[config.mk]
export PLATFORM = sky130hd
export DESIGN_NAME = delta_list_sleep_timer_queue
export DESIGN_NICKNAME = d
export VERILOG_FILES = /design/src/hdl/dlstq_pkg.sv /design/src/hdl/dlstq_ram.sv /design/src/hdl/delta_list_sleep_timer_queue.sv
export SDC_FILE = /design/constraint.sdc
export NUM_CORES = 2
export LEC_CHECK = 0
export BUFFER_PORTS_ARGS = -buffer_cell sky130_fd_sc_hd__buf_4
export CAP_MARGIN = 20
export CORE_ASPECT_RATIO = 0.75
export CORE_MARGIN = 2
export CORE_UTILIZATION = 60
export CTS_CLUSTER_SIZE = 16
export DETAILED_ROUTE_END_ITERATION = 10
export PLACE_DENSITY_LB_ADDON = 0.08
export SLEW_MARGIN = 15
export SYNTH_ARGS = -nofsm -noshare
export SYNTH_HDL_FRONTEND = slang
export SYNTH_SLANG_ARGS = --single-unit
[constraint.sdc]
create_clock -name clk -period 12.9 [get_ports clk]
set_clock_uncertainty 0.1 [all_clocks]
set_input_delay 0 -clock clk [delete_from_list [all_inputs] [get_ports clk]]
set_output_delay 0 -clock clk [all_outputs]
set_load 0.05 [all_outputs]
[src/hdl/dlstq_pkg.sv]
package dlstq_pkg;

	localparam int MAX_SLEEPERS_DEF = 16;
	// At most this many threads wake on one tick.
	localparam int MAX_WAKES = 16;

	localparam logic [9:0]  TICK_MS_RESET      = 10'd10;
	localparam logic [15:0] TIMESLICE_MS_RESET = 16'd50;

	localparam logic [1:0] FUNC_SLEEP  = 2'd0;
	localparam logic [1:0] FUNC_REMOVE = 2'd1;
	localparam logic [1:0] FUNC_TICK   = 2'd2;

	localparam logic [1:0] CFG_TICK_MS      = 2'd0;
	localparam logic [1:0] CFG_TIMESLICE_MS = 2'd1;

	localparam logic KIND_WOKEN = 1'b0;
	localparam logic KIND_FINAL = 1'b1;

	typedef struct packed {
		logic [1:0]  func;
		logic [15:0] thread_id;
		logic [31:0] sleep_ms;
	} req_t;

	typedef struct packed {
		logic        kind;
		logic [15:0] woken_id;
		logic        status;
		logic        reschedule;
		logic [31:0] elapsed_ms;
		logic [31:0] tick_total;
		logic        last;
	} rsp_t;

	typedef struct packed {
		logic [15:0] thread;
		logic [31:0] delta;
	} entry_t;

endpackage

[src/hdl/dlstq_ram.sv]
module dlstq_ram #(
	parameter int WIDTH = 8,
	parameter int DEPTH = 16,
	parameter int AW = (DEPTH > 1) ? $clog2(DEPTH) : 1
) (
	input  logic             clk,
	input  logic             we,
	input  logic [AW-1:0]    waddr,
	input  logic [WIDTH-1:0] wdata,
	input  logic [AW-1:0]    raddr,
	output logic [WIDTH-1:0] rdata
);

	logic [WIDTH-1:0] mem [DEPTH];

	always_ff @(posedge clk) begin
		if (we) begin
			mem[waddr] <= wdata;
		end
		rdata <= mem[raddr];
	end

endmodule

[src/hdl/delta_list_sleep_timer_queue.sv]
// Channel   Direction  Handshake                Payload
// in        input      in_valid / in_ready      in_data  (req_t: func, thread_id, sleep_ms)
// out       output     out_valid / out_ready    out_data (rsp_t: kind .. last)
// cfg       input      cfg_valid / cfg_ready    cfg_index, cfg_data (always ready)
//
// One request at a time; the list sits in a RAM with a registered read, so each list step is
// a read state followed by a state that uses the data. The request port reopens as the final
// result appears.
// Reset clears the count and time counters and resets the config; the RAM needs no clearing.
// A full output register holds the sequencer until the downstream side takes the result.
module delta_list_sleep_timer_queue
	import dlstq_pkg::*;
#(
	parameter int MAX_SLEEPERS = MAX_SLEEPERS_DEF
) (
	input  logic        clk,
	input  logic        arst_n,
	input  logic        in_valid,
	output logic        in_ready,
	input  req_t        in_data,
	output logic        out_valid,
	input  logic        out_ready,
	output rsp_t        out_data,
	input  logic        cfg_valid,
	output logic        cfg_ready,
	input  logic [1:0]  cfg_index,
	input  logic [15:0] cfg_data
);

	localparam int IW = (MAX_SLEEPERS > 1) ? $clog2(MAX_SLEEPERS) : 1;
	localparam int CW = $clog2(MAX_SLEEPERS + 1);
	localparam logic [CW-1:0] FULL = CW'(MAX_SLEEPERS);
	localparam logic [CW-1:0] ONE  = CW'(1);

	typedef enum logic [14:0] {
		ST_IDLE  = 15'b000000000000001,
		ST_S_RD  = 15'b000000000000010,
		ST_S_CMP = 15'b000000000000100,
		ST_SH_RD = 15'b000000000001000,
		ST_SH_WR = 15'b000000000010000,
		ST_S_SUC = 15'b000000000100000,
		ST_S_NEW = 15'b000000001000000,
		ST_R_RD  = 15'b000000010000000,
		ST_R_CMP = 15'b000000100000000,
		ST_L_RD  = 15'b000001000000000,
		ST_L_WR  = 15'b000010000000000,
		ST_T_RD  = 15'b000100000000000,
		ST_T_CMP = 15'b001000000000000,
		ST_T_OUT = 15'b010000000000000,
		ST_FIN   = 15'b100000000000000
	} state_t;

	state_t state_q;

	// Configuration and architectural state.
	logic [9:0]    tick_ms_q;
	logic [15:0]   timeslice_q;
	logic [CW-1:0] cnt_q;
	logic [31:0]   elapsed_q;
	logic [31:0]   last_resched_q;
	logic [31:0]   ticks_q;

	// Working registers of the sequencer.
	req_t          req_q;
	logic [CW-1:0] idx_q;   // scan position or destination of a left copy
	logic [CW-1:0] j_q;     // destination of a right copy
	logic [CW-1:0] off_q;   // source offset of a left copy
	logic [CW-1:0] lim_q;   // left copies run while idx_q is below this
	logic [CW-1:0] k_q;     // threads woken so far on this tick
	logic [32:0]   acc_q;
	logic [31:0]   inc_q;
	logic [31:0]   add_q;   // added to the first copied delta
	entry_t        hold_q;
	logic          status_q;

	rsp_t out_q;
	logic out_valid_q;
	logic slot_free;
	logic emit;

	// RAM port signals.
	logic          we;
	logic [IW-1:0] waddr;
	entry_t        wdata;
	logic [IW-1:0] raddr;
	entry_t        rdata;
	logic [31:0]   dnew;
	logic [CW-1:0] src;
	logic [CW-1:0] j_dec;
	logic [CW-1:0] idx_inc;

	dlstq_ram #(
		.WIDTH($bits(entry_t)),
		.DEPTH(MAX_SLEEPERS),
		.AW(IW)
	) u_list (
		.clk(clk),
		.we(we),
		.waddr(waddr),
		.wdata(wdata),
		.raddr(raddr),
		.rdata(rdata)
	);

	assign in_ready  = (state_q == ST_IDLE);
	assign cfg_ready = 1'b1;
	assign out_valid = out_valid_q;
	assign out_data  = out_q;
	assign slot_free = !out_valid_q || out_ready;
	// A result is loaded into the output register in this cycle.
	assign emit = slot_free && ((state_q == ST_T_OUT) || (state_q == ST_FIN));

	// Delay of a new sleeper relative to its predecessor.
	assign dnew    = req_q.sleep_ms - acc_q[31:0];
	assign src     = idx_q + off_q;
	assign j_dec   = j_q - ONE;
	assign idx_inc = idx_q + ONE;

	always_comb begin
		we    = 1'b0;
		waddr = idx_q[IW-1:0];
		wdata = rdata;
		raddr = idx_q[IW-1:0];
		unique case (state_q)
			ST_S_RD: begin
				if (idx_q == cnt_q) begin
					// Goes to the tail: no successor to adjust.
					we    = 1'b1;
					waddr = cnt_q[IW-1:0];
					wdata = '{thread: req_q.thread_id, delta: dnew};
				end
			end
			ST_SH_RD: raddr = j_dec[IW-1:0];
			ST_SH_WR: begin
				we    = 1'b1;
				waddr = j_q[IW-1:0];
				wdata = rdata;
			end
			ST_S_SUC: begin
				we    = 1'b1;
				waddr = idx_inc[IW-1:0];
				wdata = '{thread: hold_q.thread, delta: hold_q.delta - dnew};
			end
			ST_S_NEW: begin
				we    = 1'b1;
				waddr = idx_q[IW-1:0];
				wdata = '{thread: req_q.thread_id, delta: dnew};
			end
			ST_L_RD: raddr = src[IW-1:0];
			ST_L_WR: begin
				we    = 1'b1;
				waddr = idx_q[IW-1:0];
				wdata = '{thread: rdata.thread, delta: rdata.delta + add_q};
			end
			ST_T_RD: raddr = k_q[IW-1:0];
			default: begin
			end
		endcase
	end

	always_ff @(posedge clk or negedge arst_n) begin
		if (!arst_n) begin
			state_q        <= ST_IDLE;
			tick_ms_q      <= TICK_MS_RESET;
			timeslice_q    <= TIMESLICE_MS_RESET;
			cnt_q          <= '0;
			elapsed_q      <= '0;
			last_resched_q <= '0;
			ticks_q        <= '0;
			out_valid_q    <= 1'b0;
		end else begin
			if (cfg_valid) begin
				unique case (cfg_index)
					CFG_TICK_MS:      tick_ms_q   <= cfg_data[9:0];
					CFG_TIMESLICE_MS: timeslice_q <= cfg_data;
					default: begin
					end
				endcase
			end

			// The register stays full until taken; a new result is loaded only when it is empty or being taken.
			out_valid_q <= emit || (out_valid_q && !out_ready);

			unique case (state_q)
				ST_IDLE: begin
					if (in_valid) begin
						req_q    <= in_data;
						idx_q    <= '0;
						acc_q    <= '0;
						k_q      <= '0;
						status_q <= 1'b0;
						inc_q    <= {22'd0, tick_ms_q};
						unique case (in_data.func)
							FUNC_SLEEP: begin
								if (cnt_q == FULL) begin
									status_q <= 1'b1;
									state_q  <= ST_FIN;
								end else begin
									state_q <= ST_S_RD;
								end
							end
							FUNC_REMOVE: state_q <= ST_R_RD;
							FUNC_TICK: begin
								ticks_q   <= ticks_q + 32'd1;
								elapsed_q <= elapsed_q + {22'd0, tick_ms_q};
								state_q   <= ST_T_RD;
							end
							default: state_q <= ST_FIN;
						endcase
					end
				end

				// Sleep: walk while the running sum stays at or below the wake time.
				ST_S_RD: begin
					if (idx_q == cnt_q) begin
						cnt_q   <= cnt_q + ONE;
						state_q <= ST_FIN;
					end else begin
						state_q <= ST_S_CMP;
					end
				end
				ST_S_CMP: begin
					if (acc_q + {1'b0, rdata.delta} <= {1'b0, req_q.sleep_ms}) begin
						acc_q   <= acc_q + {1'b0, rdata.delta};
						idx_q   <= idx_q + ONE;
						state_q <= ST_S_RD;
					end else begin
						hold_q  <= rdata;
						j_q     <= cnt_q;
						state_q <= ST_SH_RD;
					end
				end
				ST_SH_RD: begin
					if (j_q > idx_inc) begin
						state_q <= ST_SH_WR;
					end else begin
						state_q <= ST_S_SUC;
					end
				end
				ST_SH_WR: begin
					j_q     <= j_q - ONE;
					state_q <= ST_SH_RD;
				end
				ST_S_SUC: state_q <= ST_S_NEW;
				ST_S_NEW: begin
					cnt_q   <= cnt_q + ONE;
					state_q <= ST_FIN;
				end

				// Remove: find the first match, then close the gap.
				ST_R_RD: begin
					if (idx_q == cnt_q) begin
						state_q <= ST_FIN;
					end else begin
						state_q <= ST_R_CMP;
					end
				end
				ST_R_CMP: begin
					if (rdata.thread == req_q.thread_id) begin
						add_q   <= rdata.delta;
						off_q   <= ONE;
						lim_q   <= cnt_q - ONE;
						cnt_q   <= cnt_q - ONE;
						state_q <= ST_L_RD;
					end else begin
						idx_q   <= idx_q + ONE;
						state_q <= ST_R_RD;
					end
				end

				// Left copy shared by remove and tick compaction.
				ST_L_RD: begin
					if (idx_q < lim_q) begin
						state_q <= ST_L_WR;
					end else begin
						state_q <= ST_FIN;
					end
				end
				ST_L_WR: begin
					add_q   <= '0;
					idx_q   <= idx_q + ONE;
					state_q <= ST_L_RD;
				end

				// Tick: heads at index k_q wake until one is not due, the list is empty or MAX_WAKES have woken.
				ST_T_RD: begin
					if (cnt_q == '0) begin
						idx_q   <= '0;
						off_q   <= k_q;
						lim_q   <= '0;
						add_q   <= '0;
						state_q <= ST_L_RD;
					end else begin
						state_q <= ST_T_CMP;
					end
				end
				ST_T_CMP: begin
					idx_q <= '0;
					off_q <= k_q;
					if (rdata.delta > inc_q) begin
						add_q   <= 32'd0 - inc_q;
						lim_q   <= cnt_q;
						state_q <= ST_L_RD;
					end else if (32'(k_q) == 32'(MAX_WAKES)) begin
						add_q   <= '0;
						lim_q   <= cnt_q;
						state_q <= ST_L_RD;
					end else begin
						inc_q   <= inc_q - rdata.delta;
						hold_q  <= rdata;
						state_q <= ST_T_OUT;
					end
				end
				ST_T_OUT: begin
					if (slot_free) begin
						out_q <= '{kind: KIND_WOKEN, woken_id: hold_q.thread, status: 1'b0,
							reschedule: 1'b0, elapsed_ms: elapsed_q, tick_total: ticks_q,
							last: 1'b0};
						k_q     <= k_q + ONE;
						cnt_q   <= cnt_q - ONE;
						state_q <= ST_T_RD;
					end
				end

				ST_FIN: begin
					if (slot_free) begin
						logic resched;
						resched = (req_q.func == FUNC_TICK) && ((k_q != '0) ||
							(elapsed_q - last_resched_q >= {16'd0, timeslice_q}));
						if (resched) begin
							last_resched_q <= elapsed_q;
						end
						out_q <= '{kind: KIND_FINAL, woken_id: 16'd0, status: status_q,
							reschedule: resched, elapsed_ms: elapsed_q, tick_total: ticks_q,
							last: 1'b1};
						state_q <= ST_IDLE;
					end
				end

				default: state_q <= ST_IDLE;
			endcase
		end
	end

endmodule
-- Yosys cells after proc, flatten, opt, wreduce, memory -nomap -nowiden
Memory sizes are Yosys's and may differ from the RTL's. A register that Yosys moved wholly into a read port is not among the register bits.
Cells that the tools add are included.
- input bits: 73
- register bits: 447
- memories kept: 1
- bits in writable memories: 768
- output and inout bits: 87
- memories (name ; words ; bits a word ; read ports ; clocked after Yosys merged registers in ; write ports ; RTL line ; text):
    u_list.mem ; 16 ; 48 ; 1 ; 1 ; 1 ; dlstq_ram.sv:14 ; logic [WIDTH-1:0] mem [DEPTH];
- reduce and logical (&&, ||, !) cells: 41
- order comparisons: 5
- add/sub/neg operators: 15
- equal/unequal tests: 35
- multiplexer cells: 63
- operators with widths (operator ; number):
    $pmux 15 s15 ; 1
    $mux 32 ; 7
    $mux 48 ; 4
    $pmux 48 s4 ; 1
    $mux 84 ; 2
    $pmux 84 s2 ; 1
    $pmux 32 s4 ; 1
    $sub 32x32->32 ; 4
    $mux 15 ; 7
    $pmux 48 s2 ; 1
    $mux 33 ; 2
    $pmux 33 s2 ; 1
    $pmux 32 s2 ; 1
    $mux 5 ; 11
    $pmux 15 s3 ; 1
    $pmux 4 s3 ; 3
    $add 33x32->33 ; 1
    $le 33x32->1 ; 1
    $add 32x1->32 const B ; 1
    $add 32x10->32 ; 1
    $add 32x32->32 ; 1
    $ge 32x16->1 ; 1
    $gt 32x32->1 ; 1
    $sub 1x32->32 const A ; 1
    54 further kinds ; 103

-- Depth between registers and ports, before layout
- word-level depth: 6
- mapped depth: 23

-- Hierarchy
Synthesis repeated with hierarchy kept, for this count alone.
- cells, all modules: 4228
- area, all modules: 59390.7 um^2
- by module, submodules not included (module ; times used ; area an instance (um^2) ; cells each):
    delta_list_sleep_timer_queue ; 1 ; 29699.7 ; 2986
    dlstq_ram ; 1 ; 29691.0 ; 1242

-- Worst setup path after synthesis
OpenSTA, ideal clock, no wires.
- path kind: flip-flop to flip-flop
- start: register acc_q[0]
- end: register hold_q[0] (netlist bit), enable pin
- clock period less this slack: 8021 ps
- buffers on the path: 0
- arrival time: 7395 ps
- path slack: 4879 ps
- cell stages (with the launch flop): 23
- setup time: 526 ps
- data required time: 12274 ps
- cell sequence: edfxtp_1 ha_1 fa_1 a211oi_1 o21ai_0 a21o_1 a21oi_1 o21bai_1 a21oi_1 o31ai_1 a21o_1 a21oi_1 xnor2_1 ha_1 nand4_1 o21ai_0 a21oi_1 nor3_1 nor3_1 o211ai_1 and2_0 nor3_1 a211oi_1
- longest elaborated chain between the ends: 4
- ends and longest elaborated chain (item ; RTL line ; text):
    from (decl) ; delta_list_sleep_timer_queue.sv:70 ; logic [32:0] acc_q;
    from (signal assigned) ; delta_list_sleep_timer_queue.sv:224 ; acc_q <= acc_q + {1'b0, rdata.delta};
    $add 33x32->33 ; delta_list_sleep_timer_queue.sv:223 ; if (acc_q + {1'b0, rdata.delta} <= {1'b0, req_q.sleep_ms}) begin
    $le 33x32->1 ; delta_list_sleep_timer_queue.sv:223 ;
    $ne 2x2->1 (no source line) ; -- ;
    $reduce_and 5->1 (no source line) ; -- ;
    to (signal assigned) ; delta_list_sleep_timer_queue.sv:228 ; hold_q <= rdata;
    to (signal assigned) ; delta_list_sleep_timer_queue.sv:310 ; hold_q <= rdata;
    to (decl) ; delta_list_sleep_timer_queue.sv:73 ; entry_t hold_q;
No other way between the ends.
A chain may end at the register's enable or synchronous reset.

-- Worst setup path in the final report
- start: register u_list.rdata[1], read port of u_list.mem
- end: register acc_q[17], enable pin
- longest elaborated chain between the ends: 4
- ends and longest elaborated chain (item ; RTL line ; text):
    from (decl) ; dlstq_ram.sv:11 ; output logic [WIDTH-1:0] rdata
    $add 33x32->33 ; delta_list_sleep_timer_queue.sv:223 ;
    $le 33x32->1 ; delta_list_sleep_timer_queue.sv:223 ;
    $ne 2x2->1 (no source line) ; -- ;
    $reduce_and 4->1 (no source line) ; -- ;
No other way between the ends.

==> metrics.md <==
| Metric | Value |
|---|---|
| Leakage | `26.8 nW` |
| Clock transition at path regs | `roughly 0.07 ns` |
| Fin. Hold Viols | `0` |
| Mapped Area | `about 60000 um^2` |
| CP startpoint kind | `flip-flop` |
| Least-Margin Pin Slew | `1.13 ns` |
| Syn_nets | `5640` |
| Worst Setup Path Type | `flip-flop to flip-flop` |
| Yosys reg bits | `1262` |
| RD Place Congestion | `0.956` |
| Crit end category | `flip-flop` |
| Initial Utilization | `0.604` |
| Sequential share of the synthesized area | `0.602` |
| DRT iter0 DRCs | `~5.4k` |
| Placed insts | `6648` |
| TritonCTS clock tree | `built` |
| Die Height | `280 um` |
| Wire per inst | `23.9 um` |
| Clock latency on the worst-skew pair | `0.78 ns` |
| Flop-to-flop setup slack | `6.35 ns` |
| Postcts setup bufs | `0` |
| Average size of a mapped cell | `11.5 um^2` |
| Critical path required time | `13.16 ns` |
| Core Area | `101000 um^2` |
| Max VDD drop | `between 0.00015 and 0.0002 V` |
| CTS root buf | `clkbuf_16` |
| Vias/cell | `6.20` |
| PortBufs | `158` |
| Asr flop ratio synth | `0.113` |
| R2R Path Start | `u_list.rdata[1]$_DFF_P_` |
| WL final | `between 150 and 200 mm` |
| Initial antenna violation count | `5` |
| Vias in the first global route | `41.1k` |
| CTS sink count | `1262` |
| I/O pin cnt | `between 150 and 200` |
| Largest net degree at the start of global routing | `193` |
| Most common cell in the netlist | `edfxtp_1` |
| Slew headroom | `0.244` |
| Ys Warns | `0` |
| Final Max Slew Viols | `0` |
| Library cells used by synthesis | `91` |
| Final period util | `0.508` |
| Overflow after GRT | `0` |
| Sequential share of power | `0.329` |
| ANT nets after route | `0` |
| Critical Path Fanout Max | `33` |
| Fmax achieved | `153 MHz` |
| TNS Setup | `0 ns` |
| Pint | `around 10 mW` |
| Comb power frac | `0.462` |
| Clock power share | `0.209` |
| Num CTS Buffers | `~120` |
| Post-synth top flop | `edfxtp_1` |
| H-tree Lvls | `3` |
| Tot GR Track Use | `0.319` |
| Clock Tree Buf Depth | `3` |
| Final #Nets | `5924` |
| Status | `complete, no violations` |
| Synth area leaders | `edfxtp_1 (53%), nand2_1 (5.7%), dfrtp_1 (5.6%)` |
| CP Cell Sequence | `ha_1 > a21o_1 > a21oi_1 > o211a_1 > o31ai_1 > nor3_1 > nor4_1 > o41ai_1 > o21ai_0 > o211ai_1 > xnor2_1 > ha_1 > o21ai_0 > nand2b_1 > a21oi_1 > a31oi_1 > and2_0 > nor3_1 > o21a_1 > buf_4` |
| Sw frac | `0.414` |
| Top cell type by total area after synthesis | `edfxtp_1` |
| CP max stage delay | `a little under 0.8 ns` |
| Die Area | `104000 um^2` |
| Max cap viols | `0` |
| Yosys top cell area share | `0.527` |
| Finish-stage setup viols | `0` |
| Worst flop-to-flop path endpoint | `acc_q[17]$_SDFFCE_PN0P_` |
| Non-filler instance count after layout | `between 7k and 8k` |
| RSZ-0062 raised after global routing | `no` |
| Post-DP HPWL | `between 100 and 150 mm` |
| Power Dens Cells | `approximately 250 nW/um^2` |
| Shortest period the worst path allows | `6.55 ns` |
| Commonest cells in the netlist | `edfxtp_1 (1071), nand2_1 (925), o21ai_0 (299)` |
| Layout area overhead | `13.6%` |
| Number of synthesized flops with an enable pin | `1071` |
| Crit path DAT | `6.82 ns` |
| Max stage delay cell, worst path | `o41ai_1` |
| Via count | `between 40k and 50k` |
| Die Wd | `372 um` |
| DR DRC count | `0` |
| Cells after Synth | `about 5.3k` |
| P_sw | `7.04 mW` |
| First-pass GRT wire length | `about 250 mm` |
| Reg2reg path depth | `20` |
| Filler instances | `7364` |
| Final core utilization | `0.686` |
| Num rows | `101` |
| Worst min path class | `input pin to async pin` |
| Initial DRT Pass Iterations | `6` |
| Fraction of layout cells with a size suffix above 1 | `0.0961` |
==> worst max path at each step <==
stage,start,cells past startpoint,end,slack [ns]
3_5_place_dp,u_list.rdata[1]$_DFF_P_,18,acc_q[19]$_SDFFCE_PN0P_,6.48
3_3_place_gp,u_list.rdata[1]$_DFF_P_,18,acc_q[22]$_SDFFCE_PN0P_,6.55
2_1_floorplan,acc_q[0]$_SDFFCE_PN0P_,22,hold_q[0]$_DFFE_PP_,4.88
5_1_grt,u_list.rdata[1]$_DFF_P_,18,acc_q[17]$_SDFFCE_PN0P_,6.03
4_1_cts,req_q[0]$_DFFE_PP_,24,u_list.mem[14][31]$_DFFE_PP_,6.45
6_report,u_list.rdata[1]$_DFF_P_,20,acc_q[17]$_SDFFCE_PN0P_,6.35
==> metal layers <==
metal,GRT usage,up-vias,part of all wire,routed length (um)
li1,-,20000,-,-
met1,0.489,21400,0.44,74800
met2,0.469,1981,0.44,73400
met3,0.0676,262,0.098,16400
met4,0.0698,0,0.021,3470
met5,0,-,0,0
==> stage by stage <==
stage | cell area (um^2) | total power [mW] | setup WS (ns) | hold slack [ns]
after global routing | 69300 | 18.0 | 6.03 | 0.0461
after floorplan | 61000 | 10.9 | 4.88 | -0.396
after CTS | 69200 | 16.9 | 6.45 | 0.0258
after global placement | 63800 | 13.2 | 6.55 | -0.217
final | 69300 | 17.0 | 6.35 | 0.0607
after detailed placement | 63800 | 13.2 | 6.48 | -0.209
==> critical path: cells and delay by family (launching register included) <==
| family | cells | cell delay [ns] |
|---|---|---|
| AOI/OAI and AO/OA | 11 | 2.59 |
| and+or+nand+nor | 5 | 1.61 |
| DFF | 1 | 0.64 |
| adders and majority gates | 2 | 0.62 |
| buffers and inverters | 1 | 0.43 |
| xor gates and xnor gates | 1 | 0.17 |
==> placed cells by master (no fill, tap or decap), types with 56 or more instances in the layout <==
| cell | netlist | routed |
|---|---|---|
| and2_1 | 82 | 82 |
| xnor2_1 | 146 | 146 |
| nand2_1 | 925 | 924 |
| edfxtp_1 | 1071 | 1071 |
| a21oi_1 | 199 | 198 |
| o22ai_1 | 65 | 65 |
| dlygate4sd3_1 | 0 | 142 |
| clkbuf_16 | 0 | 118 |
| dfrtp_1 | 137 | 137 |
| xor2_1 | 130 | 130 |
| nor2_1 | 220 | 198 |
| a211oi_1 | 124 | 123 |
| buf_4 | 2 | 242 |
| inv_1 | 224 | 224 |
| and2_0 | 60 | 60 |
| o21ai_0 | 299 | 296 |
| ha_1 | 266 | 266 |
| nand3_1 | 163 | 163 |
| nor3_1 | 56 | 56 |
| a31oi_1 | 110 | 110 |
| a21o_1 | 94 | 94 |
==> final cells by class <==
type                            count  area [um^2]  area share
Tap cell                         1339         1680      0.0242
Clock inverter                     82          907      0.0131
Antenna cell                        3         7.51    0.000108
Timing Repair Buffer              390         3330      0.0480
Sequential cell                  1262        36700       0.530
Multi-Input combinational cell   3580        22800       0.329
Inverter                          225          845      0.0122
Clock buffer                      143         3060      0.0441
==> registers in the layout, indices dropped and copies added (netlist names), 10 cells and up <==
signal	count
acc_q	33
add_q	32
elapsed_q	32
hold_q	48
inc_q	32
last_resched_q	32
out_data	83
req_q	50
state_q	15
tick_ms_q	10
ticks_q	32
timeslice_q	16
u_list.mem	768
u_list.rdata	48
==> power groups by stage <==
stage / registers [mW] / logic, mW / clock network [mW]
after floorplan: 5.58 / 5.33 / 0
after global placement: 5.65 / 7.51 / 0
after detailed placement: 5.66 / 7.58 / 0
after CTS: 5.58 / 7.68 / 3.60
after global routing: 5.62 / 8.60 / 3.76
final: 5.59 / 7.86 / 3.55
==> logic make-up (layout without fill, tap and decap cells) <==
group | Yosys count | in the layout | share of synthesized area
AOI/OAI and AO/OA | 1168 | 1168 | 0.124
DFF | 1262 | 1262 | 0.602
buffers and inverters | 451 | 840 | 0.0292
and+or+nand+nor | 1794 | 1794 | 0.135
other | 1 | 4 | 0.0000615
muxes | 67 | 67 | 0.0123
adders and majority gates | 274 | 274 | 0.0572
xor gates and xnor gates | 276 | 276 | 0.0396
==> what timing repair did <==
item                                   in CTS  in global routing
setup endpoints to repair                   0                  0
hold buffers                              142                  0
resized for setup                           0                  0
endpoints found under the hold margin     291                  0
Note: power is estimated with default switching activity, not from simulation.
